File: config.mk
export PLATFORM = sky130hd
export DESIGN_NAME = circle_zone_evaluator
export DESIGN_NICKNAME = d
export VERILOG_FILES = /design/src/hw/rtl/czone_pkg.sv /design/src/hw/rtl/circle_zone_evaluator.sv /design/src/hw/rtl/czone_front.sv /design/src/hw/rtl/czone_sqrt_cell.sv
export VERILOG_INCLUDE_DIRS = /design/src /design/src/hw/rtl
export SDC_FILE = /design/constraint.sdc
export NUM_CORES = 2
export LEC_CHECK = 0
export BUFFER_PORTS_ARGS = -buffer_cell sky130_fd_sc_hd__buf_2
export CORE_UTILIZATION = 58
export DETAILED_ROUTE_END_ITERATION = 12
export GPL_TIMING_DRIVEN = 0
export PLACE_DENSITY = 0.74
export SLEW_MARGIN = 30
export SYNTH_ARGS = -nofsm -noshare
export SYNTH_HDL_FRONTEND = slang
export SYNTH_SLANG_ARGS = --single-unit
File: constraint.sdc
create_clock -name aclk -period 44 [get_ports aclk]
set_input_delay 2.2 -clock aclk [delete_from_list [all_inputs] [get_ports aclk]]
set_output_delay 2.2 -clock aclk [all_outputs]
set_load 0.03 [all_outputs]
File: src/hw/rtl/circle_zone_evaluator_defines.svh
// assertion macros shared by the circle zone evaluator rtl
`ifndef CIRCLE_ZONE_EVALUATOR_DEFINES_SVH
`define CIRCLE_ZONE_EVALUATOR_DEFINES_SVH

`ifndef ASSERT_OFF
`define CZE_ASSERT(lbl, expr) \
    lbl: assert property (@(posedge aclk) disable iff (!aresetn) (expr)) \
        else $error("circle zone evaluator assertion failed");
`define CZE_ASSERT_NEXT(lbl, ante, cons) \
    lbl: assert property (@(posedge aclk) disable iff (!aresetn) (ante) |=> (cons)) \
        else $error("circle zone evaluator assertion failed");
`else
`define CZE_ASSERT(lbl, expr)
`define CZE_ASSERT_NEXT(lbl, ante, cons)
`endif

`endif

File: src/hw/rtl/czone_pkg.sv
// shared constants, codes and types of the circle zone evaluator
package czone_pkg;

    localparam int COORD_WIDTH = 16;
    localparam int R_W         = 16;
    localparam int KIND_W      = 2;
    localparam int IDX_W       = 3;
    localparam int CFG_DATA_W  = 32;
    localparam int OUT_W       = 18;

    localparam int SQ_W      = 2 * COORD_WIDTH;
    localparam int D2_W      = 2 * COORD_WIDTH + 1;
    localparam int ROOT_W    = COORD_WIDTH + 1;
    localparam int RSQ_W     = 2 * R_W;
    localparam int OUTER_W   = R_W + 2;
    localparam int INNER_W   = R_W + 1;
    localparam int IN_CMP_W  = (D2_W > RSQ_W) ? D2_W : RSQ_W;
    localparam int BD_CMP_W  = ((D2_W + 2) > (2 * OUTER_W)) ? (D2_W + 2) : (2 * OUTER_W);
    localparam int DIST_W    = ((ROOT_W > R_W) ? ROOT_W : R_W) + 1;

    // zone kind codes
    localparam logic [KIND_W-1:0] KIND_INSIDE = 2'd0;
    localparam logic [KIND_W-1:0] KIND_BORDER = 2'd1;
    localparam logic [KIND_W-1:0] KIND_DIST   = 2'd2;

    // register indexes
    localparam logic [IDX_W-1:0] REG_ZONE_KIND = 3'd0;
    localparam logic [IDX_W-1:0] REG_CENTER_X  = 3'd1;
    localparam logic [IDX_W-1:0] REG_CENTER_Y  = 3'd2;
    localparam logic [IDX_W-1:0] REG_RADIUS    = 3'd3;
    localparam logic [IDX_W-1:0] REG_MARGIN    = 3'd4;

    typedef struct packed {
        logic [KIND_W-1:0]      kind;
        logic [COORD_WIDTH-1:0] center_x;
        logic [COORD_WIDTH-1:0] center_y;
        logic [R_W-1:0]         radius;
        logic [R_W-1:0]         margin;
    } czone_cfg_t;

    // one word moving down the root cell chain
    typedef struct packed {
        logic            valid;
        logic            in_circle;
        logic            border;
        logic [D2_W-1:0] rem;
        logic [D2_W-1:0] root;
    } czone_word_t;

endpackage

File: src/hw/rtl/circle_zone_evaluator.sv
// top level of the circle zone evaluator: registers, root cell chain, output stage
// pipeline: 4 front stages, then one root cell per result bit of the square root, 17 here,
//   then the output register
// throughput: one sample per cycle; every stage moves together, held only while
//   a result word waits at the output
// reset: synchronous active-low aresetn clears all pipeline valids and config registers to 0
`include "circle_zone_evaluator_defines.svh"

module circle_zone_evaluator (
    input  logic                                  aclk,
    input  logic                                  aresetn,
    // sample channel
    input  logic                                  s_valid,
    output logic                                  s_ready,
    input  logic signed [czone_pkg::COORD_WIDTH-1:0] s_pos_x,
    input  logic signed [czone_pkg::COORD_WIDTH-1:0] s_pos_y,
    // result channel
    output logic                                  m_valid,
    input  logic                                  m_ready,
    output logic signed [czone_pkg::OUT_W-1:0]    m_zone_value,
    // register write channel
    input  logic                                  cfg_valid,
    output logic                                  cfg_ready,
    input  logic [czone_pkg::IDX_W-1:0]           cfg_index,
    input  logic [czone_pkg::CFG_DATA_W-1:0]      cfg_data
);

    localparam int NCELL = czone_pkg::ROOT_W;

    // configuration registers
    czone_pkg::czone_cfg_t cfg_reg, cfg_next;

    // whole pipeline steps when the output register is empty or being drained
    logic advance;

    // word chain: entry 0 comes from the front pipeline, entry NCELL leaves the last cell
    czone_pkg::czone_word_t chain_word [NCELL+1];

    // output stage
    logic                               m_valid_reg, m_valid_next;
    logic signed [czone_pkg::OUT_W-1:0] m_zone_value_reg, m_zone_value_next;
    logic signed [czone_pkg::DIST_W-1:0] dist_val;

    assign advance   = !m_valid_reg || m_ready;
    assign s_ready   = advance;
    assign cfg_ready = 1'b1;

    // register writes; unknown indexes are dropped
    always_comb begin
        cfg_next = cfg_reg;
        if (cfg_valid) begin
            unique case (cfg_index)
                czone_pkg::REG_ZONE_KIND: cfg_next.kind     = cfg_data[czone_pkg::KIND_W-1:0];
                czone_pkg::REG_CENTER_X:  cfg_next.center_x = cfg_data[czone_pkg::COORD_WIDTH-1:0];
                czone_pkg::REG_CENTER_Y:  cfg_next.center_y = cfg_data[czone_pkg::COORD_WIDTH-1:0];
                czone_pkg::REG_RADIUS:    cfg_next.radius   = cfg_data[czone_pkg::R_W-1:0];
                czone_pkg::REG_MARGIN:    cfg_next.margin   = cfg_data[czone_pkg::R_W-1:0];
                default: ;
            endcase
        end
    end

    always_ff @(posedge aclk) begin
        if (!aresetn) begin
            cfg_reg <= '0;
        end else begin
            cfg_reg <= cfg_next;
        end
    end

    // offsets, squares and both zone compares
    czone_front u_front (
        .aclk     (aclk),
        .aresetn  (aresetn),
        .advance  (advance),
        .s_valid  (s_valid),
        .s_pos_x  (s_pos_x),
        .s_pos_y  (s_pos_y),
        .cfg      (cfg_reg),
        .word_out (chain_word[0])
    );

    // root chain: cell k settles one root bit, trial bit weight 4^(NCELL-1-k)
    for (genvar k = 0; k < NCELL; k++) begin : g_cell
        czone_sqrt_cell u_cell (
            .aclk     (aclk),
            .aresetn  (aresetn),
            .advance  (advance),
            .step_bit (czone_pkg::D2_W'(1) << (2 * (NCELL - 1 - k))),
            .word_in  (chain_word[k]),
            .word_out (chain_word[k+1])
        );
    end

    // pick the answer for the configured zone kind
    always_comb begin
        dist_val = czone_pkg::DIST_W'(chain_word[NCELL].root[czone_pkg::ROOT_W-1:0])
                 - czone_pkg::DIST_W'(cfg_reg.radius);
        m_valid_next = chain_word[NCELL].valid;
        unique case (cfg_reg.kind)
            czone_pkg::KIND_INSIDE: m_zone_value_next = czone_pkg::OUT_W'(chain_word[NCELL].in_circle);
            czone_pkg::KIND_BORDER: m_zone_value_next = czone_pkg::OUT_W'(chain_word[NCELL].border);
            czone_pkg::KIND_DIST:   m_zone_value_next = czone_pkg::OUT_W'(dist_val);
            default:                m_zone_value_next = '0;  // unused kind answers zero
        endcase
    end

    always_ff @(posedge aclk) begin
        if (!aresetn) begin
            m_valid_reg <= 1'b0;
        end else if (advance) begin
            m_valid_reg <= m_valid_next;
        end
    end

    always_ff @(posedge aclk) begin
        if (advance) begin
            m_zone_value_reg <= m_zone_value_next;
        end
    end

    assign m_valid      = m_valid_reg;
    assign m_zone_value = m_zone_value_reg;

    // the root leaving the chain leaves a remainder of at most twice itself
    `CZE_ASSERT(a_root_rem_bound, !chain_word[NCELL].valid || (chain_word[NCELL].rem <= (chain_word[NCELL].root << 1)))
    // a result word only appears when the chain delivered one
    `CZE_ASSERT_NEXT(a_out_from_chain, !m_valid_reg && advance && !chain_word[NCELL].valid, !m_valid_reg)
    // a held result freezes the whole chain
    `CZE_ASSERT_NEXT(a_stall_holds_chain, m_valid_reg && !m_ready, $stable(chain_word[NCELL]) && $stable(chain_word[0]))

endmodule

File: src/hw/rtl/czone_front.sv
// front pipeline: offsets, squares, squared distance and zone compares
module czone_front (
    input  logic                             aclk,
    input  logic                             aresetn,
    input  logic                             advance,
    input  logic                             s_valid,
    input  logic signed [czone_pkg::COORD_WIDTH-1:0] s_pos_x,
    input  logic signed [czone_pkg::COORD_WIDTH-1:0] s_pos_y,
    input  czone_pkg::czone_cfg_t            cfg,
    output czone_pkg::czone_word_t           word_out
);

    localparam int W = czone_pkg::COORD_WIDTH;

    // stage 1
    logic                              v1_reg, v1_next;
    logic [W-1:0]                      dx_reg, dx_next, dy_reg, dy_next;
    logic [czone_pkg::OUTER_W-1:0]     outer_reg, outer_next;
    logic [czone_pkg::INNER_W-1:0]     inner_reg, inner_next;
    logic [W:0]                        diff_x, diff_y;
    logic [czone_pkg::INNER_W-1:0]     two_r, m_ext;

    // stage 2
    logic                              v2_reg, v2_next;
    logic [czone_pkg::SQ_W-1:0]        sqx_reg, sqx_next, sqy_reg, sqy_next;
    logic [czone_pkg::RSQ_W-1:0]       r2a_reg, r2a_next;
    logic [2*czone_pkg::OUTER_W-1:0]   o2a_reg, o2a_next;
    logic [2*czone_pkg::INNER_W-1:0]   i2a_reg, i2a_next;

    // stage 3
    logic                              v3_reg, v3_next;
    logic [czone_pkg::D2_W-1:0]        d2_reg, d2_next;
    logic [czone_pkg::RSQ_W-1:0]       r2b_reg, r2b_next;
    logic [2*czone_pkg::OUTER_W-1:0]   o2b_reg, o2b_next;
    logic [2*czone_pkg::INNER_W-1:0]   i2b_reg, i2b_next;

    // stage 4
    czone_pkg::czone_word_t            w4_reg, w4_next;
    logic [czone_pkg::BD_CMP_W-1:0]    d4;

    always_comb begin
        v1_next = s_valid;
        diff_x  = {s_pos_x[W-1], s_pos_x} - {cfg.center_x[W-1], cfg.center_x};
        diff_y  = {s_pos_y[W-1], s_pos_y} - {cfg.center_y[W-1], cfg.center_y};
        dx_next = diff_x[W] ? (~diff_x[W-1:0] + W'(1)) : diff_x[W-1:0];
        dy_next = diff_y[W] ? (~diff_y[W-1:0] + W'(1)) : diff_y[W-1:0];
        outer_next = (czone_pkg::OUTER_W'(cfg.radius) << 1)
                   + czone_pkg::OUTER_W'(cfg.margin);
        two_r = czone_pkg::INNER_W'(cfg.radius) << 1;
        m_ext = czone_pkg::INNER_W'(cfg.margin);
        inner_next = (two_r >= m_ext) ? (two_r - m_ext) : (m_ext - two_r);
    end

    always_comb begin
        v2_next  = v1_reg;
        sqx_next = czone_pkg::SQ_W'(dx_reg) * czone_pkg::SQ_W'(dx_reg);
        sqy_next = czone_pkg::SQ_W'(dy_reg) * czone_pkg::SQ_W'(dy_reg);
        r2a_next = czone_pkg::RSQ_W'(cfg.radius) * czone_pkg::RSQ_W'(cfg.radius);
        o2a_next = (2*czone_pkg::OUTER_W)'(outer_reg) * (2*czone_pkg::OUTER_W)'(outer_reg);
        i2a_next = (2*czone_pkg::INNER_W)'(inner_reg) * (2*czone_pkg::INNER_W)'(inner_reg);
    end

    always_comb begin
        v3_next  = v2_reg;
        d2_next  = czone_pkg::D2_W'(sqx_reg) + czone_pkg::D2_W'(sqy_reg);
        r2b_next = r2a_reg;
        o2b_next = o2a_reg;
        i2b_next = i2a_reg;
    end

    always_comb begin
        d4 = czone_pkg::BD_CMP_W'(d2_reg) << 2;
        w4_next.valid     = v3_reg;
        w4_next.in_circle = czone_pkg::IN_CMP_W'(d2_reg) <= czone_pkg::IN_CMP_W'(r2b_reg);
        w4_next.border    = (d4 <= czone_pkg::BD_CMP_W'(o2b_reg))
                         && (d4 >  czone_pkg::BD_CMP_W'(i2b_reg));
        w4_next.rem       = d2_reg;
        w4_next.root      = '0;
    end

    always_ff @(posedge aclk) begin
        if (!aresetn) begin
            v1_reg       <= 1'b0;
            v2_reg       <= 1'b0;
            v3_reg       <= 1'b0;
            w4_reg.valid <= 1'b0;
        end else if (advance) begin
            v1_reg <= v1_next;
            v2_reg <= v2_next;
            v3_reg <= v3_next;
            w4_reg <= w4_next;
        end
    end

    always_ff @(posedge aclk) begin
        if (advance) begin
            dx_reg    <= dx_next;
            dy_reg    <= dy_next;
            outer_reg <= outer_next;
            inner_reg <= inner_next;
            sqx_reg   <= sqx_next;
            sqy_reg   <= sqy_next;
            r2a_reg   <= r2a_next;
            o2a_reg   <= o2a_next;
            i2a_reg   <= i2a_next;
            d2_reg    <= d2_next;
            r2b_reg   <= r2b_next;
            o2b_reg   <= o2b_next;
            i2b_reg   <= i2b_next;
        end
    end

    assign word_out = w4_reg;

endmodule

File: src/hw/rtl/czone_sqrt_cell.sv
// one cell of the root chain: one restoring square root step per word
module czone_sqrt_cell (
    input  logic                             aclk,
    input  logic                             aresetn,
    input  logic                             advance,
    input  logic [czone_pkg::D2_W-1:0]       step_bit,
    input  czone_pkg::czone_word_t           word_in,
    output czone_pkg::czone_word_t           word_out
);

    czone_pkg::czone_word_t          word_reg, word_next;
    logic [czone_pkg::D2_W:0]        trial;
    logic                            take;

    always_comb begin
        trial     = {1'b0, word_in.root} + {1'b0, step_bit};
        take      = {1'b0, word_in.rem} >= trial;
        word_next = word_in;
        if (take) begin
            word_next.rem  = word_in.rem - trial[czone_pkg::D2_W-1:0];
            word_next.root = (word_in.root >> 1) + step_bit;
        end else begin
            word_next.root = word_in.root >> 1;
        end
    end

    always_ff @(posedge aclk) begin
        if (!aresetn) begin
            word_reg.valid <= 1'b0;
        end else if (advance) begin
            word_reg <= word_next;
        end
    end

    assign word_out = word_reg;

endmodule

==> reports/metrics.yaml <==
run_status:
  status: "finished, final reports clean"
cells_and_area:
  fin_nets: 10900
  final_common_cell: "inv_1"
  largest_register_ffs: 732
  layout_common_cells: "1,719 x inv_1, 1,125 x edfxtp_1, 919 x fa_1"
  fill_cells: 12600
  syn2layout_area_growth_pct: 8.77
  drive_gt1_frac: 0.0425
  finalNonFillerCells: 11300
synthesis:
  synth_fa_ha_area_frac: 0.312
  synth_flop_cell: "edfxtp_1"
  synthCells: 8795
  yosysUniqueCellTypes: 86
  seq_area_frac_synth: 0.374
  synthTopCellsByArea: "edfxtp_1 36%, fa_1 19%, ha_1 12%, inv_1 6.8%, nand2_1 3.1%"
  async_reset_ff_frac: 0
  synth_simple_gate_area_frac: 0.108
  yosysTopAreaCell: "edfxtp_1"
  syn-num-nets: 10700
  synth-edff-count: 1125
  synth_top_family_by_area: "adder cells"
  synth_top_cell_area_share: 0.355
  synth_xor_area_frac: 0.0423
  synth-compound-area-share: 0.0840
  synth_mux_area_frac: 0.00400
  ys_ff_latch: 1213
  netlist_area_mm2: 0.0951
  yosys_warnings: 0
  syn_area_per_cell_um2: 10.8
floorplanning:
  core_area_mm2: 0.163
  num_rows: 148
  io_pins: 93
  start_util: 0.584
  die_h_um: 407
  die_x_um: 407
  fp.dieArea_mm2: 0.166
worst_setup_path:
  timing_worst_setup_path_type: "reg2reg"
  cp_max_fo: 10
  cp.required_ps: 44530
  end_kind: "flop"
  start_kind: "flop"
  critical_path_arrival_ps: 8950
timing:
  setup_viol: 0
  timing.final.crit_period_ps: 8420
  finalSetupTns_ps: 0
  max_freq_ghz: 0.119
  rsz0062_at_grt: "no"
  holdWs_ps: 367
  finalCritPeriodShare: 0.191
  worst_clock_skew_ps: 60.4
  slew_headroom: 0.327
  maxSlewViolCount: 0
  tightest_slew_ps: 996
  hold_violations: 0
grt:
  grt_pass1_wl_mm: 357
  first_global_vias: 67900
  grt_overflow: 0
  grt_max_degree: 54
  grt_use_total: 0.281
  antenna_found_initial: 7
clock_network:
  cts_setup_buffers: 0
  clk_root_buffer_cell: "clkbuf_16"
  cts_buffer_depth: 3
  numCtsBuffers: 132
  clock_sinks: 1213
  clk_latency_ps: 810
  clkTransAtPathRegs_ps: 60
  cts-htree-levels: 4
  hold_buffers: 0
  cts_tree: "built"
  post_cts_resized: 0
drt:
  wl_mm: 224
  dr.first_iter.drc_count: 4092
  ant_nets: 0
  drc_errors: 0
  drt_first_pass_iters: 8
  routedWlPerCell_um: 19.8
  vias: 63600
  via_per_inst: 5.62
place:
  dpl.cell_count: 11100
  io_buffers: 74
  dp_hpwl_mm: 176
  finalWeightedCongestion: 0.942
min_path:
  hold_class: "reg2reg"
run:
  drv_cap: 0
metrics by stage:
stage                     setup slack, ps  area [um2]  utilization
after CTS                           35800      103000        0.635
after global routing                35160      103000        0.635
final                               35580      103000        0.635
after detailed placement            35740       98800        0.607
after global placement               3040       98200        0.603
after floorplan                     12430       95100            -
path summary, 6_finish.rpt:
kind,start,end,slack [ps],cells past startpoint
max,u_front.inner_reg[0]$_DFFE_PN_,u_front.i2a_reg[31]$_DFFE_PN_,35580,24
min,u_front.o2a_reg[8]$_DFFE_PN_,u_front.o2b_reg[8]$_DFFE_PN_,370,0
min reg2reg,u_front.o2a_reg[8]$_DFFE_PN_,u_front.o2b_reg[8]$_DFFE_PN_,370,0
max reg2reg,u_front.inner_reg[0]$_DFFE_PN_,u_front.i2a_reg[31]$_DFFE_PN_,35580,24
logic make-up after synthesis:
kind of cell,after synthesis
and+or+nand+nor,2117
muxes,36
adders and majority gates,1822
buffers and inverters,1917
xor gates and xnor gates,459
DFF,1213
AOI/OAI and AO/OA,1229
other,2
routing by layer:
layer  wire length (um)  share of wire  global-route usage  vias up
met1              84600           0.38               0.324    31600
met3              13600          0.061              0.0506      569
met2             114000           0.51               0.502     1822
li1                   -              -                   -    29600
met5                 66        0.00029                   0        -
met4              11800          0.053               0.134       10
cell usage after synthesis (all sizes together) (10+ instances only):
| cell type | n |
|---|---|
| nand4b | 11 |
| nor4 | 85 |
| and3 | 35 |
| a21oi | 286 |
| nor4b | 12 |
| mux2i | 20 |
| a31oi | 29 |
| xor2 | 157 |
| nor3 | 122 |
| o211ai | 23 |
| o21a | 82 |
| nand2 | 773 |
| xnor2 | 302 |
| o31a | 11 |
| or4 | 14 |
| o21ai | 267 |
| nand3b | 10 |
| a21boi | 106 |
| clkbuf | 180 |
| edfxtp | 1125 |
| a211oi | 37 |
| o41ai | 16 |
| nand4 | 65 |
| dfxtp | 88 |
| or2 | 34 |
| a21o | 202 |
| nor2 | 404 |
| or3 | 38 |
| nand3 | 87 |
| nor3b | 10 |
| mux2 | 16 |
| nor2b | 88 |
| and2 | 249 |
| o21bai | 43 |
| nand2b | 53 |
| inv | 1721 |
| ha | 903 |
| o31ai | 43 |
| fa | 919 |
area by class of cell:
type                            instances  area [um2]  area share
Multi-Input combinational cell       5665       52300       0.506
Sequential cell                      1213       35500       0.344
Inverter                             1729        6490      0.0628
Clock buffer                          151        3390      0.0328
Tap cell                             2175        2720      0.0263
Clock inverter                         90        1230      0.0119
Timing Repair Buffer                  100         966     0.00934
Buffer                                188         719     0.00696
Antenna cell                            1        2.50   0.0000242
worst max-delay path, stage by stage, from the launching register on:
cell      delay, ps
edfxtp_1        430
clkbuf_1        610
clkbuf_1        770
nand2_1         250
fa_1            480
inv_1            60
ha_1            140
inv_1            50
fa_1            490
fa_1            500
inv_1            60
fa_1            540
inv_1            60
fa_1            540
inv_1            40
ha_1            360
and3_1          260
and3_1          210
nor4bb_1        510
nor3_1          220
o41ai_1         740
o21ai_0         230
a21oi_1         310
mux2i_1         220
nand3_1         100
Power is not shown: default switching activity piles up to over one toggle a cycle in this logic, so the estimate is an artifact.
